$ cat src/nemd_pkg.sv
// shared constants and types for the note envelope motor drive
`default_nettype none

package nemd_pkg;

  localparam logic [1:0]  REG_ATTACK = 2'd0;
  localparam logic [1:0]  REG_RISE   = 2'd1;
  localparam logic [1:0]  REG_FALL   = 2'd2;

  localparam logic [15:0] ATTACK_RESET = 16'd5243;
  localparam logic [8:0]  RISE_RESET   = 9'd179;
  localparam logic [8:0]  FALL_RESET   = 9'd72;

  localparam logic        ACT_OFF = 1'b1;

  localparam logic [11:0] REST_BELOW = 12'd20;
  localparam logic [11:0] PITCH_LOW  = 12'd110;
  localparam logic [11:0] PITCH_HIGH = 12'd850;
  localparam logic [16:0] PITCH_SPAN = 17'd740;
  localparam logic [16:0] ONE_Q16    = 17'h10000;
  localparam logic [16:0] BASE_Q16   = 17'd42598;
  localparam logic [14:0] DEPTH_Q16  = 15'd22938;
  localparam logic [15:0] DUR_MAX    = 16'hFFFF;

  typedef struct packed {
    logic        start;
    logic [16:0] rem_init;
    logic [15:0] num_lo;
    logic [16:0] divisor;
  } div_req_t;

  typedef struct packed {
    logic        done;
    logic [15:0] quot;
  } div_rsp_t;

endpackage

`default_nettype wire

$ cat src/nemd_div.sv
// bit-serial restoring divider, sixteen quotient bits, one per cycle
`default_nettype none

module nemd_div (
  input  logic               clk,
  input  logic               rst,
  input  nemd_pkg::div_req_t req,
  output nemd_pkg::div_rsp_t rsp
);
  import nemd_pkg::*;

  logic        busy;
  logic        done;
  logic [3:0]  cnt;
  logic [16:0] rem;
  logic [15:0] num;
  logic [16:0] dvsr;
  logic [15:0] quot;
  logic [17:0] trial;
  logic [17:0] diff;
  logic        fits;

  always_comb begin
    trial = {rem, num[15]};
    diff  = trial - {1'b0, dvsr};
    fits  = (trial >= {1'b0, dvsr});
  end

  always_ff @(posedge clk) begin
    if (rst) begin
      busy <= 1'b0;
      done <= 1'b0;
      cnt  <= 4'd0;
    end else begin
      done <= 1'b0;
      if (req.start) begin
        busy <= 1'b1;
        cnt  <= 4'd15;
      end else if (busy) begin
        cnt <= cnt - 4'd1;
        if (cnt == 4'd0) begin
          busy <= 1'b0;
          done <= 1'b1;
        end
      end
    end
  end

  always_ff @(posedge clk) begin
    if (req.start) begin
      rem  <= req.rem_init;
      num  <= req.num_lo;
      dvsr <= req.divisor;
    end else if (busy) begin
      rem  <= fits ? diff[16:0] : trial[16:0];
      num  <= {num[14:0], 1'b0};
      quot <= {quot[14:0], fits};
    end
  end

  assign rsp.done = done;
  assign rsp.quot = quot;

endmodule

`default_nettype wire

$ cat src/note_envelope_motor_drive.sv
// note envelope motor drive: top level with sequencer, datapath and register port
//
// input stream: one beat per update tick, s_tuser is the action (1 forces the motor
// off), s_tdata carries enable, playing flag, note frequency, length, elapsed time
// and tempo. output stream: one beat per input beat with the 8-bit pwm duty.
// one item is worked on at a time. the effective length, the phase, the envelope
// and the pitch each take one pass of a shared bit-serial divider (16 quotient
// bits each). off, disabled, rest and not-playing beats skip the divider; a
// saturated length, full phase or out-of-range pitch skips that one division.
// a finished result waits in the output register; a new beat is accepted meanwhile
// and runs until its own result is ready, then waits there for m_tready.
// reset clears the level to zero, empties the output register and loads the
// register defaults. the user must write registers through the apb port only
// while idle; the block itself does not enforce it.
`default_nettype none

module note_envelope_motor_drive (
  input  logic        clk,
  input  logic        rst,
  input  logic        s_tvalid,
  output logic        s_tready,
  // motor_enable, is_playing, note_freq, note_length, elapsed_time, tempo
  input  logic [63:0] s_tdata,
  // action
  input  logic        s_tuser,
  output logic        m_tvalid,
  input  logic        m_tready,
  // pwm_duty
  output logic [7:0]  m_tdata,
  input  logic        psel,
  input  logic        penable,
  input  logic        pwrite,
  input  logic [3:0]  paddr,
  input  logic [31:0] pwdata,
  output logic [31:0] prdata,
  output logic        pready
);
  import nemd_pkg::*;

  typedef enum logic [11:0] {
    S_IDLE  = 12'b000000000001,
    S_DUR   = 12'b000000000010,
    S_PHASE = 12'b000000000100,
    S_ENV   = 12'b000000001000,
    S_EDIV  = 12'b000000010000,
    S_PITCH = 12'b000000100000,
    S_STREN = 12'b000001000000,
    S_PROD  = 12'b000010000000,
    S_TGT   = 12'b000100000000,
    S_DIFF  = 12'b001000000000,
    S_APPLY = 12'b010000000000,
    S_HOLD  = 12'b100000000000
  } state_t;

  state_t      state;
  logic        div_wait;
  logic        kill;
  logic        rise_dir;

  logic [15:0] attack_fraction;
  logic [8:0]  rise_gain;
  logic [8:0]  fall_gain;
  logic [15:0] level;

  logic [11:0] note_freq;
  logic [15:0] note_length;
  logic [15:0] elapsed_time;
  logic [11:0] tempo;

  logic [15:0] dur;
  logic [16:0] phase;
  logic [16:0] env;
  logic [16:0] pitch;
  logic [16:0] strength;
  logic [31:0] dmul;
  logic [33:0] prod;
  logic [15:0] target;
  logic [16:0] delta;

  div_req_t    dreq;
  div_rsp_t    drsp;

  logic        dur_sat;
  logic        phase_full;
  logic        in_attack;
  logic        pitch_low;
  logic        pitch_high;
  logic        out_free;
  logic        cfg_wr;
  logic [31:0] dmul_val;
  logic [31:0] pmul_val;
  logic [33:0] prod_val;
  logic [41:0] scaled;
  logic        rising;
  logic [15:0] mag;
  logic [8:0]  gain;
  logic [24:0] dprod;
  logic [17:0] sum;
  logic [15:0] lvl_raw;
  logic [15:0] lvl_next;

  nemd_div u_div (
    .clk (clk),
    .rst (rst),
    .req (dreq),
    .rsp (drsp)
  );

  assign s_tready = (state == S_IDLE);
  assign pready   = 1'b1;
  assign cfg_wr   = psel && penable && pwrite && pready;
  assign out_free = !m_tvalid || m_tready;

  always_comb begin
    case (paddr[3:2])
      REG_ATTACK: prdata = {16'd0, attack_fraction};
      REG_RISE:   prdata = {23'd0, rise_gain};
      REG_FALL:   prdata = {23'd0, fall_gain};
      default:    prdata = 32'd0;
    endcase
  end

  always_ff @(posedge clk) begin
    if (rst) begin
      attack_fraction <= ATTACK_RESET;
      rise_gain       <= RISE_RESET;
      fall_gain       <= FALL_RESET;
    end else if (cfg_wr) begin
      case (paddr[3:2])
        REG_ATTACK: attack_fraction <= pwdata[15:0];
        REG_RISE:   rise_gain       <= pwdata[8:0];
        REG_FALL:   fall_gain       <= pwdata[8:0];
        default:    ;
      endcase
    end
  end

  always_comb begin
    dur_sat    = (note_length[15:8] >= tempo);
    phase_full = (elapsed_time >= dur);
    in_attack  = (attack_fraction != 16'd0) && (phase < {1'b0, attack_fraction});
    pitch_low  = (note_freq <= PITCH_LOW);
    pitch_high = (note_freq >= PITCH_HIGH);
    dmul_val   = {15'd0, phase - {1'b0, attack_fraction}} * {17'd0, DEPTH_Q16};
    pmul_val   = {15'd0, pitch} * {17'd0, DEPTH_Q16};
    prod_val   = {17'd0, env} * {17'd0, strength};
    scaled     = {prod, 8'd0} - {8'd0, prod};
    rising     = (target > level);
    mag        = rising ? (target - level) : (level - target);
    gain       = rising ? rise_gain : fall_gain;
    dprod      = {9'd0, mag} * {16'd0, gain};
    sum        = {2'd0, level} + {1'b0, delta};
    if (kill) begin
      lvl_raw = 16'd0;
    end else if (rise_dir) begin
      lvl_raw = (sum > {2'd0, DUR_MAX}) ? DUR_MAX : sum[15:0];
    end else begin
      lvl_raw = (delta >= {1'b0, level}) ? 16'd0 : (level - delta[15:0]);
    end
    lvl_next = (lvl_raw[15:8] == 8'd0) ? 16'd0 : lvl_raw;
  end

  always_comb begin
    dreq = '0;
    case (state)
      S_DUR: begin
        dreq.start    = !div_wait && !dur_sat;
        dreq.rem_init = {9'd0, note_length[15:8]};
        dreq.num_lo   = {note_length[7:0], 8'd0};
        dreq.divisor  = {5'd0, tempo};
      end
      S_PHASE: begin
        dreq.start    = !div_wait && !phase_full;
        dreq.rem_init = {1'b0, elapsed_time};
        dreq.num_lo   = 16'd0;
        dreq.divisor  = {1'b0, dur};
      end
      S_ENV: begin
        dreq.start    = !div_wait && in_attack;
        dreq.rem_init = phase;
        dreq.num_lo   = 16'd0;
        dreq.divisor  = {1'b0, attack_fraction};
      end
      S_EDIV: begin
        dreq.start    = !div_wait;
        dreq.rem_init = {1'b0, dmul[31:16]};
        dreq.num_lo   = dmul[15:0];
        dreq.divisor  = ONE_Q16 - {1'b0, attack_fraction};
      end
      S_PITCH: begin
        dreq.start    = !div_wait && !pitch_low && !pitch_high;
        dreq.rem_init = {5'd0, note_freq - PITCH_LOW};
        dreq.num_lo   = 16'd0;
        dreq.divisor  = PITCH_SPAN;
      end
      default: dreq = '0;
    endcase
  end

  always_ff @(posedge clk) begin
    if (rst) begin
      state    <= S_IDLE;
      div_wait <= 1'b0;
      kill     <= 1'b0;
      level    <= 16'd0;
      m_tvalid <= 1'b0;
    end else begin
      if (state == S_HOLD && out_free) begin
        m_tvalid <= 1'b1;
      end else if (m_tready) begin
        m_tvalid <= 1'b0;
      end
      if (dreq.start) begin
        div_wait <= 1'b1;
      end else if (drsp.done) begin
        div_wait <= 1'b0;
      end
      case (state)
        S_IDLE: begin
          if (s_tvalid) begin
            if (s_tuser == ACT_OFF || !s_tdata[0]) begin
              kill  <= 1'b1;
              state <= S_APPLY;
            end else begin
              kill <= 1'b0;
              if (!s_tdata[1] || s_tdata[13:2] < REST_BELOW || s_tdata[57:46] == 12'd0) begin
                state <= S_DIFF;
              end else begin
                state <= S_DUR;
              end
            end
          end
        end
        S_DUR: begin
          if (!div_wait && dur_sat) begin
            state <= S_PHASE;
          end else if (drsp.done) begin
            state <= (drsp.quot == 16'd0) ? S_DIFF : S_PHASE;
          end
        end
        S_PHASE: begin
          if ((!div_wait && phase_full) || drsp.done) begin
            state <= S_ENV;
          end
        end
        S_ENV: begin
          if (!div_wait && !in_attack) begin
            state <= S_EDIV;
          end else if (drsp.done) begin
            state <= S_PITCH;
          end
        end
        S_EDIV: begin
          if (drsp.done) begin
            state <= S_PITCH;
          end
        end
        S_PITCH: begin
          if ((!div_wait && (pitch_low || pitch_high)) || drsp.done) begin
            state <= S_STREN;
          end
        end
        S_STREN: state <= S_PROD;
        S_PROD:  state <= S_TGT;
        S_TGT:   state <= S_DIFF;
        S_DIFF:  state <= S_APPLY;
        S_APPLY: state <= S_HOLD;
        S_HOLD: begin
          if (out_free) begin
            level <= lvl_next;
            state <= S_IDLE;
          end
        end
        default: state <= S_IDLE;
      endcase
    end
  end

  always_ff @(posedge clk) begin
    case (state)
      S_IDLE: begin
        note_freq    <= s_tdata[13:2];
        note_length  <= s_tdata[29:14];
        elapsed_time <= s_tdata[45:30];
        tempo        <= s_tdata[57:46];
        target       <= 16'd0;
      end
      S_DUR: begin
        if (!div_wait && dur_sat) begin
          dur <= DUR_MAX;
        end else if (drsp.done) begin
          dur <= drsp.quot;
        end
      end
      S_PHASE: begin
        if (!div_wait && phase_full) begin
          phase <= ONE_Q16;
        end else if (drsp.done) begin
          phase <= {1'b0, drsp.quot};
        end
      end
      S_ENV: begin
        if (!div_wait && !in_attack) begin
          dmul <= dmul_val;
        end else if (drsp.done) begin
          env <= {1'b0, drsp.quot};
        end
      end
      S_EDIV: begin
        if (drsp.done) begin
          env <= ONE_Q16 - {1'b0, drsp.quot};
        end
      end
      S_PITCH: begin
        if (!div_wait && pitch_low) begin
          pitch <= 17'd0;
        end else if (!div_wait && pitch_high) begin
          pitch <= ONE_Q16;
        end else if (drsp.done) begin
          pitch <= {1'b0, drsp.quot};
        end
      end
      S_STREN: strength <= BASE_Q16 + {1'b0, pmul_val[31:16]};
      S_PROD:  prod <= prod_val;
      S_TGT:   target <= scaled[39:24];
      S_DIFF: begin
        rise_dir <= rising;
        delta    <= dprod[24:8];
      end
      S_HOLD: begin
        if (out_free) begin
          m_tdata <= lvl_next[15:8];
        end
      end
      default: ;
    endcase
  end

endmodule

`default_nettype wire

$ cat config.mk
export PLATFORM = sky130hd
export DESIGN_NAME = note_envelope_motor_drive
export DESIGN_NICKNAME = d
export VERILOG_FILES = /design/src/nemd_pkg.sv /design/src/nemd_div.sv /design/src/note_envelope_motor_drive.sv
export SDC_FILE = /design/constraint.sdc
export NUM_CORES = 2
export LEC_CHECK = 0
export BUFFER_PORTS_ARGS = -buffer_cell sky130_fd_sc_hd__buf_2
export CAP_MARGIN = 10
export CORE_UTILIZATION = 30
export CTS_BUF_LIST = sky130_fd_sc_hd__clkbuf_8
export DETAILED_ROUTE_END_ITERATION = 6
export GPL_ROUTABILITY_DRIVEN = 0
export PLACE_DENSITY = 0.48
export SETUP_SLACK_MARGIN = 0.3
export SKIP_LAST_GASP = 1
export SYNTH_ARGS = -nofsm -noshare
export SYNTH_HDL_FRONTEND = slang
export SYNTH_SLANG_ARGS = --single-unit
$ cat constraint.sdc
create_clock -name clk -period 8.6 [get_ports clk]
set_input_delay 1.29 -clock clk [delete_from_list [all_inputs] [get_ports clk]]
set_output_delay 1.29 -clock clk [all_outputs]
set_load 0.05 [all_outputs]
==> metrics.txt <==
total die area 0.1500 mm2; row count 141; Worst-Margin Slew 1.044 ns; Max transition margin 0.3043; count of pins over their slew limit 0; via count roughly 33000; Setup Skew 0.03507 ns; layout cell share with drive strength beyond 1 0.09102; clk root buf clkbuf_8; clock buffer depth 3; Arr. time, crit path 8.43 ns; Crit Reg-Reg Startpoint level[13]; Syn Area/Cell 9.498 um2; grt ovf 0; Max FO, Critical Path 14; share of the synthesized area in the top cell type 0.2162; CTS tree built; area added between synthesis and finish 11.71%; Setup Slack @ Placement between 0.15 and 0.2 ns; Startpoint Class flop; H-tree levels 3; largest net degree at the start of global routing 46; worst endpoint required time between 9 and 10 ns; Hold Vio Cnt, Final 0; Hold Crit Class reg -> reg; most frequent cells in the layout inv_1, ha_1, fa_1, nand2_1, edfxtp_1; vias in the first global route approximately 34000; Worst R2R Path Depth 34; r2r setup slk 0.63 ns; WL per Instance 18.02 um; most common cell after layout, fill and taps aside inv_1; Synth area leaders fa_1, edfxtp_1, ha_1, inv_1, nand2_1; endpoint type of the worst setup path flop; first-pass GRT wire length between 150000 and 200000 um; Clk Latency, worst-skew pair 0.74 ns; CP max stage delay 0.55 ns; DP HPWL 99570 um; slowest CP cell fa_1; min-delay src fall_gain[8]; post-route setup slack approximately 0.63 ns; core area 0.1475 mm2; Yosys warning total 0; RSZ-0062 raised after global routing yes; clock sink total 383; Die Span X 387.3 um; Total GRT Usage 0.1647; drt initial violations between 2000 and 2500; Synth Cell Area 0.04453 mm2; DR pass1 iterations 7; Initial Util 0.3019; number of enable flip-flop cells after synthesis 312; setup TNS 0 ns; status finished, violations left; Critical Path Source level[13]; Fmax 125.5 MHz; Final Cell Area between 0.04 and 0.05 mm2; Tmin final 7.971 ns; routed vias/inst 4.789; Final nets 6009; Netlist cell types 83; routed wire length 123500 um; Yosys top cell by area fa_1; Die H 387.3 um; I/O Buffers around 110; flop and latch count out of synthesis approximately 380; initial antenna violation count 4; worst hold margin 0.4714 ns; share of flip-flops with an asynchronous set or reset 0; DRC Markers 4; Post-Synthesis Cells 4688; worst reg2reg path endpoint delta[15]; clock-pin slew on the worst setup and hold paths 0.06 ns; crit path kind reg -> reg; dpl cell area 0.04778 mm2; Filler cells 15340; Final setup viols 0; I/O pin total ~150; Worst Setup EP delta[15]; violated checks DRC; Final Cycle Share 0.9268; CTS Buf Count 77; Final ANT Viol Nets 0; sequential fraction of the synthesis area 0.2423; Main synth FF type edfxtp_1; MaxCap Viol Count 0
## sequential cells by signal (all words and copies together) (netlist names), 12 cells and up
signal / flops
level: 16
pitch: 17
dmul: 31
dur: 16
elapsed_time: 16
note_length: 16
delta: 17
strength: 17
phase: 17
u_div.quot: 16
u_div.dvsr: 17
u_div.num: 15
env: 17
tempo: 12
target: 16
state: 12
attack_fraction: 16
note_freq: 12
u_div.rem: 17
prod: 34
## synthesized netlist by cell type (all sizes together) (22+ instances only)
master	count
a211oi	24
a21o	70
a21oi	195
and2	110
and3	30
buf	29
clkbuf	126
dfxtp	71
edfxtp	312
fa	481
ha	562
inv	881
mux2i	66
nand2	431
nand2b	63
nand3	59
nand4	22
nor2	274
nor2b	61
nor3	65
o21a	30
o21ai	157
o21bai	23
or2	30
or3	24
xnor2	129
xor2	54
## worst min path at each step
stage / cells past startpoint / slack [ns] / to
final: 2 / 0.47 / fall_gain[8]
after detailed placement: 2 / 0.47 / fall_gain[8]
after CTS: 2 / 0.47 / fall_gain[8]
after global placement: 2 / 0.46 / fall_gain[2]
after global routing: 2 / 0.50 / fall_gain[7]
after floorplan: 0 / 0.42 / u_div.quot[11]
## cells by family after synthesis
kind of cell	count (synthesis)	share of synthesized area
XOR/XNOR	183	0.03599
AO/OA/AOI/OAI	724	0.1073
flip-flops	383	0.2423
buffers and inverters	1037	0.08902
other	2	0.0001687
AND/OR/NAND/NOR	1237	0.1330
adder cells (fa/ha/maj)	1044	0.3744
multiplexers	78	0.01787
## area by class of cell
type | count | area [um2] | share of cell area
Antenna cell | 2 | 5.005 | 0.0001006
Clock buffer | 84 | 1156 | 0.02324
Clock inverter | 59 | 529.3 | 0.01064
Inverter | 882 | 3311 | 0.06655
Multi-Input combinational cell | 3283 | 30060 | 0.6044
Sequential cell | 383 | 10790 | 0.2169
Tap cell | 1930 | 2415 | 0.04854
Timing Repair Buffer | 231 | 1475 | 0.02965
## metal layers
metal	global-route usage	vias up	share of wire
met2	0.2601	756	0.45
met5	0.004466	-	0.00083
met1	0.2314	16042	0.48
li1	-	15867	-
met3	0.02901	152	0.052
met4	0.04156	4	0.022
## critical path, delay by kind of cell (launching register included)
family                     cells  cell delay (ns)
xor gates and xnor gates       2             0.32
AOI/OAI and AO/OA             12             2.72
adders and majority gates      6             2.74
and+or+nand+nor                6             0.50
buffers and inverters          8             0.98
DFF                            1             0.42
## what timing repair did
action | CTS | global route
setup endpoints to repair | 9 | 21
hold buffers | 0 | 0
buffers inserted | 2 | 13
pin swaps | 4 | 12
gates resized for setup | 9 | 31
## stage by stage
stage                       util  cells
final                     0.3373   6854
after global routing      0.3373   6853
after CTS                 0.3358   6838
after detailed placement  0.3240   6693
after global placement    0.3240   6693
after floorplan                -   4703
Power is not shown: default switching activity piles up to over one toggle a cycle in this logic, so the estimate is an artifact.
